`src/sv/mprq_pkg.sv`:
```
// Shared types and fixed field widths for the multilevel priority run queue.
package mprq_pkg;

  localparam int REQ_W   = 2;
  localparam int TASK_W  = 6;
  localparam int PRIO_W  = 8;
  localparam int COUNT_W = 7;

  typedef enum logic [REQ_W-1:0] {
    REQ_ENQ   = 2'd0,
    REQ_DEQ   = 2'd1,
    REQ_STEAL = 2'd2
  } req_code_t;

  typedef struct packed {
    logic [REQ_W-1:0]         req_type;
    logic [TASK_W-1:0]        task_id;
    logic signed [PRIO_W-1:0] priority_req;
  } req_t;

  typedef struct packed {
    logic                     found;
    logic [TASK_W-1:0]        task_out;
    logic [COUNT_W-1:0]       queued_count;
  } rsp_t;

endpackage

```
`src/sv/mprq_req_if.sv`:
```
// Request channel: valid/ready handshake carrying one queue request.
interface mprq_req_if import mprq_pkg::*; ();
  logic                     valid;
  logic                     ready;
  logic [REQ_W-1:0]         req_type;
  logic [TASK_W-1:0]        task_id;
  logic signed [PRIO_W-1:0] priority_req;

  modport source (output valid, output req_type, output task_id, output priority_req,
                  input ready);
  modport sink   (input valid, input req_type, input task_id, input priority_req,
                  output ready);
endinterface

```
`src/sv/mprq_rsp_if.sv`:
```
// Result channel: valid/ready handshake carrying one request result.
interface mprq_rsp_if import mprq_pkg::*; ();
  logic               valid;
  logic               ready;
  logic               found;
  logic [TASK_W-1:0]  task_out;
  logic [COUNT_W-1:0] queued_count;

  modport source (output valid, output found, output task_out, output queued_count,
                  input ready);
  modport sink   (input valid, input found, input task_out, input queued_count,
                  output ready);
endinterface

```
`src/sv/multilevel_priority_run_queue_unit.sv`:
```
// Multilevel priority run queue: one linked FIFO of task slots per priority level.
//
// in_req carries one request per transfer: enqueue a task slot at a level,
// dequeue the head of the most urgent non-empty level (level 0 first), or
// steal the head of the least urgent non-empty level. out_rsp returns one
// result per request: found, the removed slot and the queued count after it.
// A request is taken into an input register; when it advances, the queue is
// updated and the result is written to the output register. One request is
// taken every cycle while out_rsp is not stalled. The task links live in a
// RAM with registered read; the new head after a pop is forwarded from the
// RAM read data to the next request, which keeps back-to-back pops on one
// level at one per cycle.
// Reset (synchronous, rst_n low) empties every level and clears the count.
// When out_rsp is stalled the result register holds, the input register
// still takes one more request, and in_req.ready then drops until the
// result is taken.
module multilevel_priority_run_queue_unit import mprq_pkg::*; #(
  parameter int NUM_LEVELS = 8,
  parameter int NUM_TASKS  = 64
) (
  input  logic      clk,
  input  logic      rst_n,
  mprq_req_if.sink   in_req,
  mprq_rsp_if.source out_rsp
);
  logic in_valid_r;
  req_t in_item_r;
  logic out_valid_r;
  rsp_t out_rsp_r;
  rsp_t rsp;
  logic advance;

  assign advance      = in_valid_r && (!out_valid_r || out_rsp.ready);
  assign in_req.ready = !in_valid_r || advance;

  always_ff @(posedge clk) begin
    if (!rst_n) begin
      in_valid_r  <= 1'b0;
      out_valid_r <= 1'b0;
    end else begin
      if (in_req.ready) in_valid_r <= in_req.valid;
      if (advance) begin
        out_valid_r <= 1'b1;
      end else if (out_rsp.ready) begin
        out_valid_r <= 1'b0;
      end
    end
  end

  always_ff @(posedge clk) begin
    if (in_req.ready && in_req.valid) begin
      in_item_r.req_type     <= in_req.req_type;
      in_item_r.task_id      <= in_req.task_id;
      in_item_r.priority_req <= in_req.priority_req;
    end
    if (advance) begin
      out_rsp_r <= rsp;
    end
  end

  mprq_core #(
    .NUM_LEVELS (NUM_LEVELS),
    .NUM_TASKS  (NUM_TASKS)
  ) u_core (
    .clk     (clk),
    .rst_n   (rst_n),
    .advance (advance),
    .item    (in_item_r),
    .rsp     (rsp)
  );

  assign out_rsp.valid        = out_valid_r;
  assign out_rsp.found        = out_rsp_r.found;
  assign out_rsp.task_out     = out_rsp_r.task_out;
  assign out_rsp.queued_count = out_rsp_r.queued_count;
endmodule

```
`src/sv/mprq_ram.sv`:
```
// Generic single-write, single-read RAM with registered read data.
module mprq_ram #(
  parameter int WIDTH = 6,
  parameter int DEPTH = 64,
  localparam int AW = (DEPTH > 1) ? $clog2(DEPTH) : 1
) (
  input  logic             clk,
  input  logic             we,
  input  logic [AW-1:0]    waddr,
  input  logic [WIDTH-1:0] wdata,
  input  logic [AW-1:0]    raddr,
  output logic [WIDTH-1:0] rdata
);
  logic [WIDTH-1:0] mem [DEPTH];

  always_ff @(posedge clk) begin
    if (we) begin
      mem[waddr] <= wdata;
    end
    rdata <= mem[raddr];
  end
endmodule

```
`src/sv/mprq_core.sv`:
```
// Queue state and the single-pass enqueue / dequeue / steal update.
module mprq_core import mprq_pkg::*; #(
  parameter int NUM_LEVELS = 8,
  parameter int NUM_TASKS  = 64
) (
  input  logic clk,
  input  logic rst_n,
  input  logic advance,
  input  req_t item,
  output rsp_t rsp
);
  localparam int LW = (NUM_LEVELS > 1) ? $clog2(NUM_LEVELS) : 1;
  localparam int IW = (NUM_TASKS > 1) ? $clog2(NUM_TASKS) : 1;
  localparam int CW = $clog2(NUM_TASKS + 1);

  logic [NUM_LEVELS-1:0] nonempty_r, nonempty_nxt;
  logic [NUM_TASKS-1:0]  present_r, present_nxt;
  logic [CW-1:0]         count_r, count_nxt;
  logic                  pend_r, pend_nxt;
  logic [LW-1:0]         pend_lvl_r;
  logic [IW-1:0]         head_r [NUM_LEVELS];
  logic [IW-1:0]         tail_r [NUM_LEVELS];

  logic [LW-1:0] enq_lvl, lo_lvl, hi_lvl, pop_lvl;
  logic [IW-1:0] enq_t, head_sel, tout;
  logic          enq_ok, any_ne, has_next, found;
  logic          head_we, tail_we, ram_we;
  logic [IW-1:0] ram_rdata;

  // level mapping: negative or too large goes to the least urgent level
  always_comb begin
    if (item.priority_req[PRIO_W-1] ||
        ({1'b0, item.priority_req[PRIO_W-2:0]} >= PRIO_W'(NUM_LEVELS))) begin
      enq_lvl = LW'(NUM_LEVELS - 1);
    end else begin
      enq_lvl = LW'(item.priority_req[PRIO_W-2:0]);
    end
    enq_t  = IW'(item.task_id);
    enq_ok = int'(item.task_id) < NUM_TASKS;
  end

  always_comb begin
    lo_lvl = '0;
    for (int i = NUM_LEVELS - 1; i >= 0; i--) begin
      if (nonempty_r[i]) lo_lvl = LW'(i);
    end
    hi_lvl = '0;
    for (int i = 0; i < NUM_LEVELS; i++) begin
      if (nonempty_r[i]) hi_lvl = LW'(i);
    end
  end

  assign any_ne  = |nonempty_r;
  assign pop_lvl = (item.req_type == REQ_STEAL) ? hi_lvl : lo_lvl;
  // new head after last cycle's pop is still arriving from the link RAM
  assign head_sel = (pend_r && pend_lvl_r == pop_lvl) ? ram_rdata : head_r[pop_lvl];
  assign has_next = present_r[head_sel];

  always_comb begin
    nonempty_nxt = nonempty_r;
    present_nxt  = present_r;
    count_nxt    = count_r;
    pend_nxt     = 1'b0;
    head_we      = 1'b0;
    tail_we      = 1'b0;
    ram_we       = 1'b0;
    found        = 1'b0;
    tout         = '0;
    case (item.req_type)
      REQ_ENQ: begin
        if (enq_ok) begin
          present_nxt[enq_t] = 1'b0;
          if (!nonempty_r[enq_lvl]) begin
            head_we               = 1'b1;
            nonempty_nxt[enq_lvl] = 1'b1;
          end else begin
            ram_we                          = 1'b1;
            present_nxt[tail_r[enq_lvl]] = 1'b1;
          end
          tail_we = 1'b1;
          if (count_r < CW'(NUM_TASKS)) count_nxt = count_r + 1'b1;
        end
      end
      REQ_DEQ, REQ_STEAL: begin
        if (any_ne) begin
          found = 1'b1;
          tout  = head_sel;
          if (has_next) begin
            pend_nxt = 1'b1;
          end else begin
            nonempty_nxt[pop_lvl] = 1'b0;
          end
          present_nxt[head_sel] = 1'b0;
          if (count_r != '0) count_nxt = count_r - 1'b1;
        end
      end
      default: ;
    endcase
  end

  always_ff @(posedge clk) begin
    if (!rst_n) begin
      nonempty_r <= '0;
      present_r  <= '0;
      count_r    <= '0;
      pend_r     <= 1'b0;
    end else begin
      pend_r <= advance && pend_nxt;
      if (advance) begin
        nonempty_r <= nonempty_nxt;
        present_r  <= present_nxt;
        count_r    <= count_nxt;
      end
    end
  end

  always_ff @(posedge clk) begin
    pend_lvl_r <= pop_lvl;
    if (pend_r) begin
      head_r[pend_lvl_r] <= ram_rdata;
    end
    if (advance && head_we) begin
      head_r[enq_lvl] <= enq_t;
    end
    if (advance && tail_we) begin
      tail_r[enq_lvl] <= enq_t;
    end
  end

  mprq_ram #(
    .WIDTH (IW),
    .DEPTH (NUM_TASKS)
  ) u_link_ram (
    .clk   (clk),
    .we    (advance && ram_we),
    .waddr (tail_r[enq_lvl]),
    .wdata (enq_t),
    .raddr (head_sel),
    .rdata (ram_rdata)
  );

  assign rsp.found        = found;
  assign rsp.task_out     = TASK_W'(tout);
  assign rsp.queued_count = COUNT_W'(count_nxt);
endmodule

```
`src/flat_wrapper.sv`:
```
// flat-port wrapper written by rule: the top's interface ports become plain ports
module multilevel_priority_run_queue_unit_flat import mprq_pkg::*;
#(
  parameter int NUM_LEVELS = 8,
  parameter int NUM_TASKS  = 64
)
  (clk, rst_n, in_req_valid, in_req_req_type, in_req_task_id, in_req_priority_req, in_req_ready, out_rsp_valid, out_rsp_found, out_rsp_task_out, out_rsp_queued_count, out_rsp_ready);
  mprq_req_if in_req_i ();
  mprq_rsp_if out_rsp_i ();
  input  logic clk;
  input  logic rst_n;
  input wire logic [$bits(in_req_i.valid)-1:0] in_req_valid;
  input wire logic [$bits(in_req_i.req_type)-1:0] in_req_req_type;
  input wire logic [$bits(in_req_i.task_id)-1:0] in_req_task_id;
  input wire logic [$bits(in_req_i.priority_req)-1:0] in_req_priority_req;
  output wire logic [$bits(in_req_i.ready)-1:0] in_req_ready;
  output wire logic [$bits(out_rsp_i.valid)-1:0] out_rsp_valid;
  output wire logic [$bits(out_rsp_i.found)-1:0] out_rsp_found;
  output wire logic [$bits(out_rsp_i.task_out)-1:0] out_rsp_task_out;
  output wire logic [$bits(out_rsp_i.queued_count)-1:0] out_rsp_queued_count;
  input wire logic [$bits(out_rsp_i.ready)-1:0] out_rsp_ready;
  assign in_req_i.valid = in_req_valid;
  assign in_req_i.req_type = in_req_req_type;
  assign in_req_i.task_id = in_req_task_id;
  assign in_req_i.priority_req = in_req_priority_req;
  assign in_req_ready = in_req_i.ready;
  assign out_rsp_valid = out_rsp_i.valid;
  assign out_rsp_found = out_rsp_i.found;
  assign out_rsp_task_out = out_rsp_i.task_out;
  assign out_rsp_queued_count = out_rsp_i.queued_count;
  assign out_rsp_i.ready = out_rsp_ready;
  multilevel_priority_run_queue_unit #(.NUM_LEVELS(NUM_LEVELS), .NUM_TASKS(NUM_TASKS)) u_core (.clk(clk), .rst_n(rst_n), .in_req(in_req_i), .out_rsp(out_rsp_i));
endmodule
```
`config.mk`:
```
export PLATFORM = sky130hd
export DESIGN_NAME = multilevel_priority_run_queue_unit_flat
export DESIGN_NICKNAME = d
export VERILOG_FILES = /design/src/sv/mprq_pkg.sv /design/src/sv/mprq_req_if.sv /design/src/sv/mprq_rsp_if.sv /design/src/sv/multilevel_priority_run_queue_unit.sv /design/src/sv/mprq_ram.sv /design/src/sv/mprq_core.sv /design/src/flat_wrapper.sv
export SDC_FILE = /design/constraint.sdc
export NUM_CORES = 1
export LEC_CHECK = 0
export BUFFER_PORTS_ARGS = -buffer_cell sky130_fd_sc_hd__buf_4
export CAP_MARGIN = 20
export CORE_MARGIN = 2
export CORE_UTILIZATION = 35
export CTS_CLUSTER_SIZE = 10
export DETAILED_ROUTE_END_ITERATION = 10
export PLACE_DENSITY = 0.49
export SETUP_SLACK_MARGIN = 0.5
export SLEW_MARGIN = 25
export SYNTH_ARGS = -nofsm -noshare
export SYNTH_HDL_FRONTEND = slang
export SYNTH_HIERARCHICAL = 1
export SYNTH_SLANG_ARGS = --single-unit
```
`constraint.sdc`:
```
create_clock -name clk -period 7.7 [get_ports clk]
set_clock_uncertainty 0.2 [all_clocks]
set_input_delay 1.925 -clock clk [delete_from_list [all_inputs] [get_ports clk]]
set_output_delay 1.925 -clock clk [all_outputs]
set_load 0.1 [all_outputs]
```
==> results_dict.tcl, run 1 <==
set metrics [dict create \
    postSynthAreaPerCell_um2 14.0 \
    initial_utilization_pct 35.5 \
    core_um2 76200 \
    syn_to_final_growth_pct 12.5 \
    stdcell_area_um2 30400 \
    numCtsBuffers 73 \
    fillers 7033 \
    hold_path_class "reg -> reg" \
    synthArstFlopShare_pct 0 \
    cp_max_fo 20 \
    dr.pass1.iters 6 \
    first_iter_violations 1696 \
    setup_violations 0 \
    yosys_warnings 6 \
    ys_types 78 \
    grt_pass1_wl_mm 113 \
    die_w_um 282 \
    required_ns 8.05 \
    path_cells "inv_1, ha_1, nor4_1, o21ai_1, and4_1, inv_2, xnor2_1, nor3b_4, mux2i_1, inv_2, and2_0, nand2_1, o221ai_1, nor3_1, o22a_1" \
    cts.path.max_buffers 3 \
    hold_buffers 0 \
    cts_tree "yes" \
    final_cell_mix "edfxtp_1 (510), o21ai_0 (172), nand2_1 (125), nor2_1 (120), dfxtp_1 (91)" \
    timing.setup.tns_ns 0 \
    vias 17000 \
    crit_type "reg -> reg" \
    clock-sinks 601 \
    routedWlPerCell_um 24.5 \
    slew_violations 0 \
    grt_max_degree 83 \
    ys_seq_elements 601 \
    tightestPinTransition_ns 1.08 \
    h-tree-depth 3 \
    drc 0 \
    synth_ff_type "edfxtp_1" \
    cp_common_cell "inv_2" \
    insertion_delay_ns 0.61 \
    place_congestion 0.822 \
    outcome "completed" \
    crit_path_end_kind "flip-flop" \
    grt_use_total_pct 18.9 \
    antenna_cells 0 \
    layout_commonest_cell "edfxtp_1" \
    io_pins 36 \
    vdd_drop_max_mv 0.170 \
    dpl_cell_area_um2 28300 \
    max_freq_mhz 165 \
    slowest_delay_ns 0.84 \
    max_cap_viol_count 0 \
    ant_nets 0 \
    antenna_found_initial 0 \
    seq_area_frac_synth_pct 63.4 \
    rrSetupSlack_ns 1.65 \
    start_kind "flip-flop" \
    grt_pass1_vias 17200 \
    syn-num-nets 1961 \
    die_y_um 282 \
    synth_area_um2 27000 \
    cts.clk_slew.worst_paths_ns 0.06 \
    avgViaCountPerCell 5.62 \
    grt.busiest_layer "met2" \
    fin_crit_sh_pct 78.6 \
    fin_crit_ns 6.05 \
    ctsResizeCount 0 \
    design.die.area_um2 79500 \
    drt_wl_total_mm 74.3 \
    layout-drive-gt1-share_pct 16.9 \
    dp_hpwl_mm 47.2 \
    clock-root-buffer "clkbuf_16" \
    synth_edf_count 510 \
    portBuffers 35 \
    crit_arrival_ns 6.40 \
    setup_ws_ns 1.65 \
    p_per_area_nw_per_um2 245 \
    use_met2_pct 31.1 \
    netlist_instances 1935 \
    cp_slowest_cell "mux2i_1" \
    nets 1977 \
    rows 101 \
    rsz0062_at_grt "no" \
    post_cts_buffers 0 \
    p_leak_nw 9.51 \
    grt_use_met3_pct 2.78 \
    slew_headroom_pct 27.6 \
    met1_usage_pct 25.8 \
    place_ws_ns 1.76 \
    hold_violations 0 \
    grt-ovfl-total 0 \
]
routing by layer:
layer | vias up | share of wire [%]
met5 | - | 0
met4 | 0 | 2.6
met3 | 126 | 4.7
met2 | 562 | 49
met1 | 8760 | 44
li1 | 7559 | -
final timing paths:
path / from / endpoint / cells after the start
max: u_core/in_item_r[14] / u_core/u_core/u_link_ram/rdata[1] / 15
max reg2reg: u_core/in_item_r[14] / u_core/u_core/u_link_ram/rdata[1] / 15
min: u_core/u_core/present_r[22] / u_core/u_core/present_r[22] / 2
min reg2reg: u_core/u_core/present_r[22] / u_core/u_core/present_r[22] / 2
synth_stat cells (all sizes together) (13+ instances only):
library cell,n,area [µm²]
nor2,123,464
o22ai,19,119
inv,21,81.3
dfxtp,91,1820
a21boi,97,728
nand3,26,130
nand2,125,469
nand3b,14,118
mux2,69,777
buf,56,378
and2,13,81.3
nor3,19,95.1
nor2b,24,158
o21a,34,255
clkbuf,71,267
edfxtp,510,15300
a22oi,26,200
or2,14,87.6
a21oi,60,315
o21ai,208,1040
mux4,93,2120
mux2i,83,831
nand2b,15,93.8
where the power goes:
part / switching (mW) / leakage [nW] / internal, mW / total, mW
Combinational: 0.434 / 3.14 / 0.270 / 0.704
Sequential: 0.0489 / 5.34 / 3.57 / 3.62
Clock: 1.31 / 1.03 / 1.81 / 3.12
metrics by stage:
stage               utilization (%)  hold slack [ns]  std cells  total power, mW
detailed placement             37.1            0.276       2906             4.39
global placement               37.1            0.270       2906             4.39
floorplan                         -            0.261       1935             4.17
finish                         39.9            0.288       3026             7.44
CTS                            39.9            0.286       3026             7.52
global route                   39.9            0.314       3026             7.70
kinds of logic (layout without fill, tap and decap cells):
family                     after synthesis  in the layout  synth area share (%)
and+or+nand+nor                        414            414                  7.48
muxes                                  245            245                  13.8
AOI/OAI and AO/OA                      517            517                  12.2
xor gates and xnor gates                 4              4                 0.130
buffers and inverters                  148            209                  2.69
DFF                                    601            601                  63.4
adders and majority gates                6              6                 0.278
worst max-delay path: cells and delay by family (launching register included):
family                     cells  cell delay, ns
AOI/OAI and AO/OA              3            0.49
xor gates and xnor gates       1            0.26
adders and majority gates      1            0.33
buffers and inverters          3            0.88
DFF                            1            0.41
muxes                          1            0.84
and+or+nand+nor                6            2.56
sequential cells by signal, summed over array words and instances (netlist names), 7 cells and up:
name                          cells
u_core/out_rsp.queued_count       7
u_core/u_core/u_link_ram/mem    384
u_core/u_core/tail_r             48
u_core/u_core/head_r             48
u_core/u_core/nonempty_r          8
u_core/in_item_r                 16
u_core/u_core/present_r          64
u_core/u_core/count_r             7
cell type report:
cell class | instances | area, µm² | area share (%)
Multi-Input combinational cell | 1186 | 9220 | 30.3
Sequential cell | 601 | 17100 | 56.4
Clock buffer | 107 | 2020 | 6.63
Timing Repair Buffer | 68 | 561 | 1.84
Inverter | 21 | 81.3 | 0.267
Clock inverter | 13 | 105 | 0.346
Tap cell | 1030 | 1290 | 4.24
Note: power is estimated with default switching activity, not from simulation.
==> run 2: changes to the inputs <==
- clock period: 7.7 -> 5.6 ns (I/O delays scaled with it)
==> results_dict.tcl, run 2 (same netlist as run 1, synthesis figures left out) <==
set metrics [dict create \
    timing.rr.start "u_core/in_item_r[14]" \
    fin_crit_ns 4.77 \
    fin_crit_sh_pct 85.1 \
    required_ns 5.89 \
    core_um2 76200 \
    crit_type "reg -> reg" \
    max_freq_mhz 210 \
    drt_wl_total_mm 76.2 \
    clock-sinks 601 \
    ctsResizeCount 0 \
    layout_commonest_cell "edfxtp_1" \
    layout-drive-gt1-share_pct 19.4 \
    numCtsBuffers 74 \
    critical_path_buf_inv_count 4 \
    initial_utilization_pct 35.5 \
    cts.path.max_buffers 3 \
    crit_arrival_ns 5.06 \
    crit_path_end_kind "flip-flop" \
    post_cts_buffers 0 \
    io_pins 36 \
    vias 17200 \
    antenna_cells 0 \
    path_delay_family "multiplexers" \
    rr_worst_depth 15 \
    cp_max_fo 21 \
    max_cap_viol_count 0 \
    largestRegisters "u_core/u_core/u_link_ram/mem (384), u_core/u_core/present_r (64)" \
    die_y_um 282 \
    nets 2039 \
    vdd_drop_max_mv 0.237 \
    grt_max_degree 83 \
    antenna_found_initial 0 \
    design.die.area_um2 79500 \
    hold_violations 0 \
    p_int_mw 7.87 \
    p_switching_mw 2.54 \
    outcome "completed" \
    cp_slowest_cell "mux2_2" \
    place_congestion 0.855 \
    largest_reg_flops 384 \
    grt-ovfl-total 0 \
    avgViaCountPerCell 5.57 \
    start_kind "flip-flop" \
    grt_pass1_wl_mm 114 \
    slew_violations 0 \
    cts.clk_slew.worst_paths_ns 0.05 \
    path_cells "inv_1, ha_1, nor2_1, a21o_1, inv_2, mux2_2, nor3b_4, buf_4, mux2_2, buf_4, or3b_2, o22a_1, o221ai_1, nor3_1, o22a_1" \
    hold_buffers 0 \
    syn_to_final_growth_pct 14.6 \
    fillers 7042 \
    top_register "u_core/u_core/u_link_ram/mem" \
    finalHoldWorstSlack_ns 0.292 \
    rr_endpoint "u_core/u_core/u_link_ram/rdata[4]" \
    final_cell_mix "edfxtp_1 (510), o21ai_0 (173), buf_4 (124), nand2_1 (124), nor2_1 (121)" \
    clkPwrFrac_pct 42.6 \
    hp-start "u_core/u_core/present_r[17]" \
    slew_headroom_pct 35.8 \
    cts_tree "yes" \
    h-tree-depth 3 \
    min_to "u_core/u_core/present_r[17]" \
    portBuffers 35 \
    drc 0 \
    netSwitchingFraction_pct 24.4 \
    ant_nets 0 \
    timing.setup.tns_ns 0 \
    insertion_delay_ns 0.63 \
    die_w_um 282 \
    setup_violations 0 \
    dp_hpwl_mm 49.7 \
    routedWlPerCell_um 24.7 \
    dr.pass1.iters 8 \
    first_iter_violations 1597 \
    grt_use_total_pct 19.2 \
    grt_pass1_vias 17400 \
    p_leak_nw 9.86 \
    seqPwrFrac_pct 47.9 \
    rsz0062_at_grt "no" \
    whs_path_depth 2 \
    hold_path_class "reg -> reg" \
    rows 101 \
    comb_power_share_pct 9.5 \
    crit_path_start "u_core/in_item_r[14]" \
    tightestPinTransition_ns 0.956 \
    slowest_delay_ns 0.60 \
    rrSetupSlack_ns 0.83 \
    p_per_area_nw_per_um2 336 \
    clock-root-buffer "clkbuf_16" \
]
[run 2: cell types whose count changed in the layout (fill, tap and decap cells not counted), moves of 2 or more]
cell and change:
clkinv_1 -3, nor3_2 -2, buf_4 +60, clkbuf_8 +2
clkbuf_1 +3, nor3_1 +2, clkinv_16 +2
[run 2: power groups by stage]
stage | Sequential [mW] | Combinational (mW) | Clock (mW)
global route | 4.99 | 1.07 | 4.73
floorplan | 5.09 | 0.644 | 0
finish | 4.99 | 0.994 | 4.44
CTS | 4.98 | 1.00 | 4.57
detailed placement | 5.08 | 0.997 | 0
global placement | 5.08 | 0.990 | 0
[run 2: worst max-delay path by stage]
stage	end	slack (ns)	cells past startpoint
finish	u_core/u_core/u_link_ram/rdata[4]	0.83	15
global route	u_core/u_core/u_link_ram/rdata[4]	0.57	15
CTS	u_core/u_core/u_link_ram/rdata[4]	0.75	16
detailed placement	u_core/u_core/u_link_ram/rdata[4]	0.83	15
global placement	u_core/u_core/u_link_ram/rdata[1]	0.83	15
floorplan	u_core/u_core/u_link_ram/rdata[0]	1.24	20
[run 2: per-stage QoR]
| step | cell area, µm² | std cells | setup slack [ns] | util (%) | power [mW] |
|---|---|---|---|---|---|
| after global placement | 28700 | 2967 | 0.826 | 37.7 | 6.07 |
| after CTS | 31000 | 3090 | 0.747 | 40.6 | 10.6 |
| after global routing | 31000 | 3090 | 0.574 | 40.6 | 10.8 |
| after floorplan | 27000 | 1935 | 1.24 | - | 5.73 |
| final | 31000 | 3090 | 0.832 | 40.6 | 10.4 |
| after detailed placement | 28700 | 2967 | 0.828 | 37.7 | 6.07 |
[run 2: routing by layer]
metal	wire [µm]	global-route usage, %
met1	32700	25.4
met4	2190	6.75
met5	0	0
met3	4060	2.67
met2	37300	32.4
[run 2: final cells by class]
class                   count  area (µm²)  area share [%]
multi-input cells        1186        9210            29.7
clock buffers             113        2080            6.72
well taps                1030        1290            4.16
inverters                  21        81.3           0.263
repair buffers            129        1030            3.33
flip-flops and latches    601       17100            55.3
clock inverters            10         144           0.465
[run 2: worst register-to-register path: stages (launching register included)]
cell	delay, ns
edfxtp_1	0.40
inv_1	0.10
ha_1	0.33
nor2_1	0.09
a21o_1	0.33
inv_2	0.26
mux2_2	0.40
nor3b_4	0.19
buf_4	0.24
mux2_2	0.60
buf_4	0.28
or3b_2	0.51
o22a_1	0.23
o221ai_1	0.10
nor3_1	0.17
o22a_1	0.23
